<file path="src/i2cms_pkg.sv">
package i2cms_pkg;

	localparam int unsigned BufferDepthDefault = 128;

	localparam logic [1:0] CMD_STAGE     = 2'd0;
	localparam logic [1:0] CMD_SUB_WRITE = 2'd1;
	localparam logic [1:0] CMD_SUB_READ  = 2'd2;
	localparam logic [1:0] CMD_BUS_EVENT = 2'd3;

	localparam logic [3:0] ACT_NONE   = 4'd0;
	localparam logic [3:0] ACT_START  = 4'd1;
	localparam logic [3:0] ACT_TX     = 4'd2;
	localparam logic [3:0] ACT_RXEN   = 4'd3;
	localparam logic [3:0] ACT_ACK    = 4'd4;
	localparam logic [3:0] ACT_STOP   = 4'd5;
	localparam logic [3:0] ACT_RXDATA = 4'd6;
	localparam logic [3:0] ACT_DONE   = 4'd7;
	localparam logic [3:0] ACT_DROP   = 4'd8;

	typedef struct packed {
		logic [1:0] cmd;
		logic [6:0] address;
		logic [7:0] data_byte;
		logic [7:0] rx_byte;
	} req_t;

	typedef struct packed {
		logic [3:0] action;
		logic [7:0] bus_byte;
		logic       slot;
		logic       overflow;
		logic       last;
	} res_t;

	typedef enum logic [5:0] {
		PH_IDLE    = 6'b000001,
		PH_STARTED = 6'b000010,
		PH_WDATA   = 6'b000100,
		PH_RWAIT   = 6'b001000,
		PH_RGOT    = 6'b010000,
		PH_STOPPED = 6'b100000
	} phase_t;

	typedef enum logic [2:0] {
		ST_RUN   = 3'b001,
		ST_READ  = 3'b010,
		ST_EMIT2 = 3'b100
	} bst_t;

endpackage

</file>
<file path="src/i2cms_fifo.sv">
module i2cms_fifo (
	input  logic              clk,
	input  logic              arst_n,
	input  logic              in_valid,
	output logic              in_ready,
	input  i2cms_pkg::req_t   in_data,
	output logic              out_valid,
	input  logic              out_ready,
	output i2cms_pkg::req_t   out_data
);
	i2cms_pkg::req_t mem_q [2];
	logic wp_q, rp_q;
	logic [1:0] cnt_q;
	logic push, pop;

	assign in_ready  = (cnt_q != 2'd2);
	assign out_valid = (cnt_q != 2'd0);
	assign out_data  = mem_q[rp_q];
	assign push = in_valid && in_ready;
	assign pop  = out_valid && out_ready;

	always_ff @(posedge clk) begin
		if (push) mem_q[wp_q] <= in_data;
	end

	always_ff @(posedge clk or negedge arst_n) begin
		if (!arst_n) begin
			wp_q <= 1'b0;
			rp_q <= 1'b0;
			cnt_q <= 2'd0;
		end else begin
			if (push) wp_q <= ~wp_q;
			if (pop) rp_q <= ~rp_q;
			cnt_q <= cnt_q + {1'b0, push} - {1'b0, pop};
		end
	end
endmodule

</file>
<file path="src/i2cms_engine.sv">
module i2cms_engine #(
	parameter int unsigned BUFFER_DEPTH = i2cms_pkg::BufferDepthDefault
) (
	input  logic            clk,
	input  logic            arst_n,
	input  logic            req_valid,
	output logic            req_ready,
	input  i2cms_pkg::req_t req,
	output logic            res_valid,
	input  logic            res_ready,
	output i2cms_pkg::res_t res
);
	localparam int unsigned AW = $clog2(BUFFER_DEPTH) + 1;
	localparam logic [7:0] Depth = 8'(BUFFER_DEPTH);

	// each slot owns a power-of-two area so {slot, position} always lands inside
	logic [7:0] mem_q [2**AW];
	logic [7:0] rd_q;

	logic [1:0] valid_q, is_wr_q;
	logic [6:0] addr_q [2];
	logic [7:0] len_q [2];
	logic [7:0] pos_q [2];
	logic       serv_v_q, serv_s_q;
	i2cms_pkg::phase_t ph_q;
	logic [7:0] stc_q;
	logic       sts_q;
	i2cms_pkg::bst_t st_q;
	i2cms_pkg::res_t pend_q;

	// output register
	logic out_v_q;
	i2cms_pkg::res_t out_q;
	logic can_out;
	assign can_out = !out_v_q || res_ready;
	assign res_valid = out_v_q;
	assign res = out_q;

	logic s;
	assign s = serv_s_q;

	logic fv_ok, fv;
	assign fv_ok = !(valid_q[0] && valid_q[1]);
	assign fv = valid_q[0];

	// next queued slot after completion of slot s
	logic nx_v, nx_s;
	always_comb begin
		logic [1:0] v;
		v = valid_q;
		v[s] = 1'b0;
		nx_v = v[0] || v[1];
		nx_s = !v[0];
	end

	assign req_ready = (st_q == i2cms_pkg::ST_RUN) && can_out;

	function automatic i2cms_pkg::res_t mk(logic [3:0] a, logic [7:0] b, logic sl,
			logic o, logic l);
		i2cms_pkg::res_t r;
		r.action = a; r.bus_byte = b; r.slot = sl; r.overflow = o; r.last = l;
		return r;
	endfunction

	logic [AW-1:0] widx, ridx;
	logic [7:0] wdat;
	logic wen;

	always_ff @(posedge clk) begin
		if (wen) mem_q[widx] <= wdat;
		rd_q <= mem_q[ridx];
	end

	always_comb begin
		ridx = AW'({s, pos_q[s][AW-2:0]});
		if (AW > 1) ridx = {s, pos_q[s][AW-2:0]};
		wen = 1'b0;
		widx = {sts_q, stc_q[AW-2:0]};
		wdat = req.data_byte;
		if (req_valid && req_ready && req.cmd == i2cms_pkg::CMD_STAGE) begin
			if (stc_q == 8'd0) begin
				wen = fv_ok;
				widx = {fv, {(AW-1){1'b0}}};
			end else wen = (stc_q < Depth);
		end else if (req_valid && req_ready && req.cmd == i2cms_pkg::CMD_BUS_EVENT
				&& serv_v_q && ph_q == i2cms_pkg::PH_RGOT && len_q[s] < Depth) begin
			wen = 1'b1;
			widx = {s, len_q[s][AW-2:0]};
			wdat = req.rx_byte;
		end
	end

	always_ff @(posedge clk or negedge arst_n) begin
		if (!arst_n) begin
			valid_q <= '0; is_wr_q <= '0;
			addr_q <= '{default: '0}; len_q <= '{default: '0}; pos_q <= '{default: '0};
			serv_v_q <= 1'b0; serv_s_q <= 1'b0; ph_q <= i2cms_pkg::PH_IDLE;
			stc_q <= '0; sts_q <= 1'b0; st_q <= i2cms_pkg::ST_RUN;
			out_v_q <= 1'b0; out_q <= '0; pend_q <= '0;
		end else begin
			logic ov;
			ov = out_v_q && !res_ready;
			unique case (st_q)
			i2cms_pkg::ST_EMIT2: if (can_out) begin
				ov = 1'b1; out_q <= pend_q; st_q <= i2cms_pkg::ST_RUN;
			end
			i2cms_pkg::ST_READ: if (can_out) begin
				ov = 1'b1;
				out_q <= mk(i2cms_pkg::ACT_TX, rd_q, s, 1'b0, 1'b1);
				pos_q[s] <= pos_q[s] + 8'd1;
				st_q <= i2cms_pkg::ST_RUN;
			end
			default: if (req_valid && req_ready) begin
				unique case (req.cmd)
				i2cms_pkg::CMD_STAGE: begin
					if (stc_q == 8'd0 && !fv_ok) begin
						ov = 1'b1;
						out_q <= mk(i2cms_pkg::ACT_DROP, 8'd0, 1'b0, 1'b0, 1'b1);
					end else if (stc_q != 8'd0 && stc_q >= Depth) begin
						ov = 1'b1;
						out_q <= mk(i2cms_pkg::ACT_DROP, 8'd0, 1'b0, 1'b1, 1'b1);
					end else begin
						if (stc_q == 8'd0) sts_q <= fv;
						stc_q <= stc_q + 8'd1;
					end
				end
				i2cms_pkg::CMD_SUB_WRITE, i2cms_pkg::CMD_SUB_READ: begin
					logic ok, t, w;
					w = (req.cmd == i2cms_pkg::CMD_SUB_WRITE);
					if (stc_q != 8'd0) begin
						t = w ? sts_q : ~sts_q;
						ok = !valid_q[t];
					end else begin
						t = fv; ok = fv_ok;
					end
					if (!ok) begin
						ov = 1'b1;
						out_q <= mk(i2cms_pkg::ACT_DROP, 8'd0, 1'b0, 1'b0, 1'b1);
					end else begin
						valid_q[t] <= 1'b1;
						is_wr_q[t] <= w;
						addr_q[t] <= req.address;
						pos_q[t] <= 8'd0;
						len_q[t] <= w ? stc_q : 8'd0;
						if (w) stc_q <= 8'd0;
						if (!serv_v_q) begin
							// slot A wins when both are pending
							serv_v_q <= 1'b1;
							serv_s_q <= valid_q[0] ? 1'b0 : t;
							ph_q <= i2cms_pkg::PH_STARTED;
							ov = 1'b1;
							out_q <= mk(i2cms_pkg::ACT_START, 8'd0,
								valid_q[0] ? 1'b0 : t, 1'b0, 1'b1);
						end
					end
				end
				default: if (serv_v_q) begin
					unique case (ph_q)
					i2cms_pkg::PH_STARTED: begin
						ph_q <= is_wr_q[s] ? i2cms_pkg::PH_WDATA : i2cms_pkg::PH_RWAIT;
						ov = 1'b1;
						out_q <= mk(i2cms_pkg::ACT_TX, {addr_q[s], ~is_wr_q[s]}, s,
							1'b0, 1'b1);
					end
					i2cms_pkg::PH_WDATA: begin
						if (pos_q[s] < len_q[s] && pos_q[s] < Depth)
							st_q <= i2cms_pkg::ST_READ;
						else begin
							ph_q <= i2cms_pkg::PH_STOPPED;
							ov = 1'b1;
							out_q <= mk(i2cms_pkg::ACT_STOP, 8'd0, s, 1'b0, 1'b1);
						end
					end
					i2cms_pkg::PH_RWAIT: begin
						ph_q <= i2cms_pkg::PH_RGOT;
						ov = 1'b1;
						out_q <= mk(i2cms_pkg::ACT_RXEN, 8'd0, s, 1'b0, 1'b1);
					end
					i2cms_pkg::PH_RGOT: begin
						logic [7:0] nl;
						nl = (len_q[s] < Depth) ? len_q[s] + 8'd1 : len_q[s];
						len_q[s] <= nl;
						ov = 1'b1;
						out_q <= mk(i2cms_pkg::ACT_RXDATA, req.rx_byte, s, 1'b0, 1'b0);
						st_q <= i2cms_pkg::ST_EMIT2;
						if (req.rx_byte == 8'd0) begin
							ph_q <= i2cms_pkg::PH_STOPPED;
							pend_q <= mk(i2cms_pkg::ACT_STOP, 8'd0, s, 1'b0, 1'b1);
						end else if (nl >= Depth) begin
							ph_q <= i2cms_pkg::PH_STOPPED;
							pend_q <= mk(i2cms_pkg::ACT_STOP, 8'd0, s, 1'b1, 1'b1);
						end else begin
							ph_q <= i2cms_pkg::PH_RWAIT;
							pend_q <= mk(i2cms_pkg::ACT_ACK, 8'd0, s, 1'b0, 1'b1);
						end
					end
					i2cms_pkg::PH_STOPPED: begin
						valid_q[s] <= 1'b0;
						ov = 1'b1;
						out_q <= mk(i2cms_pkg::ACT_DONE, is_wr_q[s] ? pos_q[s] : len_q[s],
							s, 1'b0, !nx_v);
						if (nx_v) begin
							serv_s_q <= nx_s;
							ph_q <= i2cms_pkg::PH_STARTED;
							pend_q <= mk(i2cms_pkg::ACT_START, 8'd0, nx_s, 1'b0, 1'b1);
							st_q <= i2cms_pkg::ST_EMIT2;
						end else begin
							serv_v_q <= 1'b0;
							ph_q <= i2cms_pkg::PH_IDLE;
						end
					end
					default: ;
					endcase
				end
				endcase
			end
			endcase
			out_v_q <= ov;
		end
	end
endmodule

</file>
<file path="src/i2c_master_two_slot_sequencer.sv">
// i2c master sequencer with two request slots
// s_axis: one request per beat; tdata = {rx_byte, data_byte, address, cmd}
// (cmd in the lowest bits). cmd 0 stages a write byte, 1 submits a write,
// 2 submits a read, 3 reports a bus event.
// m_axis: result beats; tdata = {overflow, slot, bus_byte, action},
// tlast marks the final result of one request.
// a two-entry request queue separates the front port from the sequencing
// engine, so requests keep arriving while the engine waits on m_axis.
// the engine takes one request per cycle when it is not busy and its output
// register can take a result; a request causes zero, one or two results,
// each held in an output register, a second one first in a pending register.
// a request with two results, or a bus event that transmits a staged byte
// (payload memory read), holds off the next request with an extra state.
// when m_axis stalls the engine holds and the queue fills, then s_axis
// tready drops. reset clears both slots, the staging count and the queue;
// payload memory is not cleared.
module i2c_master_two_slot_sequencer #(
	parameter int unsigned BUFFER_DEPTH = i2cms_pkg::BufferDepthDefault
) (
	input  logic        clk,
	input  logic        arst_n,
	input  logic        s_axis_tvalid,
	output logic        s_axis_tready,
	input  logic [31:0] s_axis_tdata,   // cmd, address, data_byte, rx_byte, zero pad
	output logic        m_axis_tvalid,
	input  logic        m_axis_tready,
	output logic [15:0] m_axis_tdata,   // action, bus_byte, slot, overflow, zero pad
	output logic        m_axis_tlast
);
	i2cms_pkg::req_t in_req, q_req;
	i2cms_pkg::res_t r;
	logic q_valid, q_ready;

	assign in_req.cmd       = s_axis_tdata[1:0];
	assign in_req.address   = s_axis_tdata[8:2];
	assign in_req.data_byte = s_axis_tdata[16:9];
	assign in_req.rx_byte   = s_axis_tdata[24:17];

	i2cms_fifo u_fifo (
		.clk(clk), .arst_n(arst_n),
		.in_valid(s_axis_tvalid), .in_ready(s_axis_tready), .in_data(in_req),
		.out_valid(q_valid), .out_ready(q_ready), .out_data(q_req)
	);

	i2cms_engine #(.BUFFER_DEPTH(BUFFER_DEPTH)) u_engine (
		.clk(clk), .arst_n(arst_n),
		.req_valid(q_valid), .req_ready(q_ready), .req(q_req),
		.res_valid(m_axis_tvalid), .res_ready(m_axis_tready), .res(r)
	);

	assign m_axis_tdata = {2'b00, r.overflow, r.slot, r.bus_byte, r.action};
	assign m_axis_tlast = r.last;

`ifndef ASSERT_OFF
	a_act_range: assert property (@(posedge clk) disable iff (!arst_n)
		m_axis_tvalid |-> (m_axis_tdata[3:0] != i2cms_pkg::ACT_NONE &&
			m_axis_tdata[3:0] <= i2cms_pkg::ACT_DROP)) else $error("bad action");
	a_drop_slot: assert property (@(posedge clk) disable iff (!arst_n)
		(m_axis_tvalid && m_axis_tdata[3:0] == i2cms_pkg::ACT_DROP)
			|-> (m_axis_tdata[12] == 1'b0 && m_axis_tlast)) else $error("bad drop");
	a_rxdata_not_last: assert property (@(posedge clk) disable iff (!arst_n)
		(m_axis_tvalid && m_axis_tdata[3:0] == i2cms_pkg::ACT_RXDATA) |-> !m_axis_tlast)
		else $error("rx data marked last");
`endif
endmodule

</file>
<file path="config.mk">
export PLATFORM = sky130hd
export DESIGN_NAME = i2c_master_two_slot_sequencer
export DESIGN_NICKNAME = d
export VERILOG_FILES = /design/src/i2cms_pkg.sv /design/src/i2cms_fifo.sv /design/src/i2cms_engine.sv /design/src/i2c_master_two_slot_sequencer.sv
export SDC_FILE = /design/constraint.sdc
export NUM_CORES = 2
export LEC_CHECK = 0
export BUFFER_PORTS_ARGS = -buffer_cell sky130_fd_sc_hd__buf_2
export CORE_ASPECT_RATIO = 0.75
export CORE_MARGIN = 1
export CORE_UTILIZATION = 50
export CTS_CLUSTER_DIAMETER = 30
export CTS_CLUSTER_SIZE = 8
export DETAILED_ROUTE_END_ITERATION = 8
export GPL_TIMING_DRIVEN = 0
export PLACE_DENSITY = 0.65
export SLEW_MARGIN = 25
export SYNTH_ARGS = -nofsm -noshare
export SYNTH_HDL_FRONTEND = slang
export SYNTH_SLANG_ARGS = --single-unit
</file>
<file path="constraint.sdc">
create_clock -name clk -period 31 [get_ports clk]
set_clock_uncertainty 0.2 [all_clocks]
set_input_delay 1.55 -clock clk [delete_from_list [all_inputs] [get_ports clk]]
set_output_delay 1.55 -clock clk [all_outputs]
set_load 0.01 [all_outputs]
</file>
==> flow_summary_export.csv <==
group,metric,value,unit
outcome,status,"finished, final reports clean",
yosys,syn-instance-count,4911,
placement,dp_hpwl,178000,µm
pwr,ir_drop,51.6,µV
yosys,seq_area_frac_synth,0.753,
clock_network,ctsResizeCount,0,
detailed_routing,dr.pass1.iters,8,
yosys,synth_flop_cell,"edfxtp_1",
critical_path,cp_data_arrival_time,8.09,ns
pwr,p_per_area,74.6,nW/µm²
cells_and_area,drive_gt1_frac,0.237,
timing,finalCriticalPeriod,7.78,ns
global_route,grtUsageTotal,0.295,
detailed_routing,viasPerCell,6.42,
pwr,leakage,35.8,nW
critical_path,critPathMaxFanout,10,
global_route,grt_pass1_wl,366000,µm
detailed_routing,dr_total_vias,51500,
job,drv_cap,0,
cells_and_area,final_util,0.612,
clock_network,clk_pin_slew,0.05,ns
detailed_routing,drtIter0Drc,7904,
placement,place_inst,7341,
yosys,yosysWarnings,0,
timing,worst_slack,23.22,ns
yosys,synth_area,87000,µm²
clock_network,cts_sinks,2201,
timing,maxSlewHeadroom,0.212,
placement,pre_cts_ws,23.24,ns
floorplan,dieWidth,484,µm
cells_and_area,layout.cells.non_filler,8021,
placement,place.gp.congestion,0.974,
timing,hold_viol_final,0,
yosys,synthTopCellsByArea,"edfxtp_1, mux4_2, dfrtp_1",
timing,max_freq,129,MHz
floorplan,die_area,176000,µm²
yosys,yosys.area.top_type,"edfxtp_1",
cells_and_area,syn2layout_area_growth,21.6,%
global_route,grt_pass1_vias,50300,
critical_path,worstSetupStartpointType,"flip-flop",
floorplan,die_h,363,µm
floorplan,num_rows,132,
critical_path,cp-end-kind,"flip-flop",
global_route,grt_max_degree,51,
clock_network,cts_setup_buffers,0,
clock_network,cts_tree,"yes",
detailed_routing,detail_route.wl_per_cell,32.3,µm
floorplan,start_util,0.504,
yosys,synth_edf_count,2098,
clock_network,root_buffer,"clkbuf_16",
placement,io_buffers,45,
detailed_routing,wl,259000,µm
yosys,synth_cell_types,80,
clock_network,cts_buffers,407,
yosys,avgSynthCellArea,17.7,µm²
cells_and_area,fin_nets,5525,
critical_path,crit_type,"flip-flop to flip-flop",
worst_hold_path,hold_path.class,"flip-flop to flip-flop",
floorplan,coreArea,173000,µm²
timing,setup_viol,0,
detailed_routing,drc,0,
floorplan,top_level_ports,55,
detailed_routing,ant_nets,0,
yosys,synth-seq-cells,2201,
critical_path,cp.required,31.31,ns
clock_network,clock_path_buffers,4,
global_route,overflow,0,
yosys,yosys.area.top_type_share,0.724,
yosys,post-synth-top-count-cell,"edfxtp_1",
clock_network,ctsHoldBuffers,0,
clock_network,clock_latency,0.95,ns
clock_network,htree_levels,5,
timing,drv_slew,0,
yosys,ys_async_sr_fraction,0.0432,
timing,rsz0062_at_grt,"no",
timing,tightest_slew,1.17,ns
timing,finalCritPeriodShare,0.251,
global_route,antenna_found_initial,9,
yosys,synth_commonest_cells,"edfxtp_1, nand2_1, mux4_2",
final cells by class:
class	instances	area, µm²
clock buffer	491	10700
tap	2278	2850
multi-input combinational	2392	20300
buffer	288	1310
fill	12200	67000
clock inverter	186	1880
timing repair buffer	151	3010
antenna	3	7.51
sequential	2201	65500
inverter	31	116
cell families (layout without fill, tap and decap cells):
kind of cell	Yosys count	after routing	synth area share
DFF	2201	2201	0.753
adders and majority gates	17	17	0.00244
other	1	5	0.0000431
buffers and inverters	319	1147	0.0161
xor gates and xnor gates	17	17	0.00171
muxes	562	562	0.121
AOI/OAI and AO/OA	500	500	0.0409
and+or+nand+nor	1294	1294	0.0650
report_power, final:
group	total [W]	internal, W	switching (W)
Sequential	0.00340	0.00340	0.00000548
Clock	0.00411	0.00270	0.00141
Combinational	0.000374	0.000129	0.000245
layer usage:
metal  track usage  vias to the layer above  part of all wire
met3         0.110                      533              0.14
met4         0.101                        4             0.034
li1              -                    20800                 -
met2         0.394                     3471              0.41
met5             0                        -           0.00087
met1         0.441                    26600              0.41
final timing paths:
path                       cells past startpoint                       startpoint                               end  slack, ns
max                                           15          u_fifo.rp_q$_DFFE_PN0N_  u_engine.mem_q[123][7]$_DFFE_PP_      23.22
min                                            2  u_engine.pend_q[13]$_DFFE_PN0P_   u_engine.pend_q[13]$_DFFE_PN0P_       0.28
max reg2reg                                   15          u_fifo.rp_q$_DFFE_PN0N_  u_engine.mem_q[123][7]$_DFFE_PP_      23.22
min reg2reg                                    2  u_engine.pend_q[13]$_DFFE_PN0P_   u_engine.pend_q[13]$_DFFE_PN0P_       0.28
max in group asynchronous                      2                           arst_n   u_engine.is_wr_q[0]$_DFFE_PN0P_      29.60
min in group asynchronous                      1                           arst_n         u_fifo.cnt_q[0]$_DFF_PN0_       0.36
placed cells by master, fill, tap and decap left out, types with 126 or more instances in the layout:
cell type / instances
edfxtp_1: 2098
nand2_1: 536
clkbuf_16: 413
mux4_2: 384
nor2_1: 328
nand3_1: 271
a22oi_1: 194
clkbuf_1: 178
buf_2: 169
mux2i_1: 126
state kept, by name (all words and copies together) (netlist names), 5 cells and up:
| signal | cells |
|---|---|
| u_engine.pos_q | 16 |
| u_fifo.mem_q | 50 |
| u_engine.mem_q | 2048 |
| u_engine.len_q | 16 |
| u_engine.stc_q | 8 |
| u_engine.res | 15 |
| u_engine.pend_q | 5 |
| u_engine.ph_q | 6 |
| u_engine.addr_q | 14 |
| u_engine.rd_q | 8 |
through the flow:
stage               power, W  hold slack, ns  instance area, µm²  setup TNS [ns]
finish               0.00789           0.283              106000               0
global route         0.00806           0.309              106000               0
CTS                  0.00790           0.284              106000               0
detailed placement   0.00382           0.270               93100               0
global placement     0.00393           0.267               90100         -180.34
floorplan            0.00367           0.235               87000               0
worst max-delay path: stages, from the launching register on:
cell      delay (ns)
dfrtp_1         0.33
clkbuf_1        0.40
clkbuf_1        0.61
buf_1           0.72
mux2i_1         0.27
inv_1           0.14
ha_1            0.16
nand2_1         0.08
nor4_4          0.48
and2_1          0.24
o22ai_1         0.22
nor2_1          0.91
nand3_1         0.93
clkbuf_2        0.60
buf_16          0.30
nor2_1          0.69
Note: power is estimated with default switching activity, not from simulation.
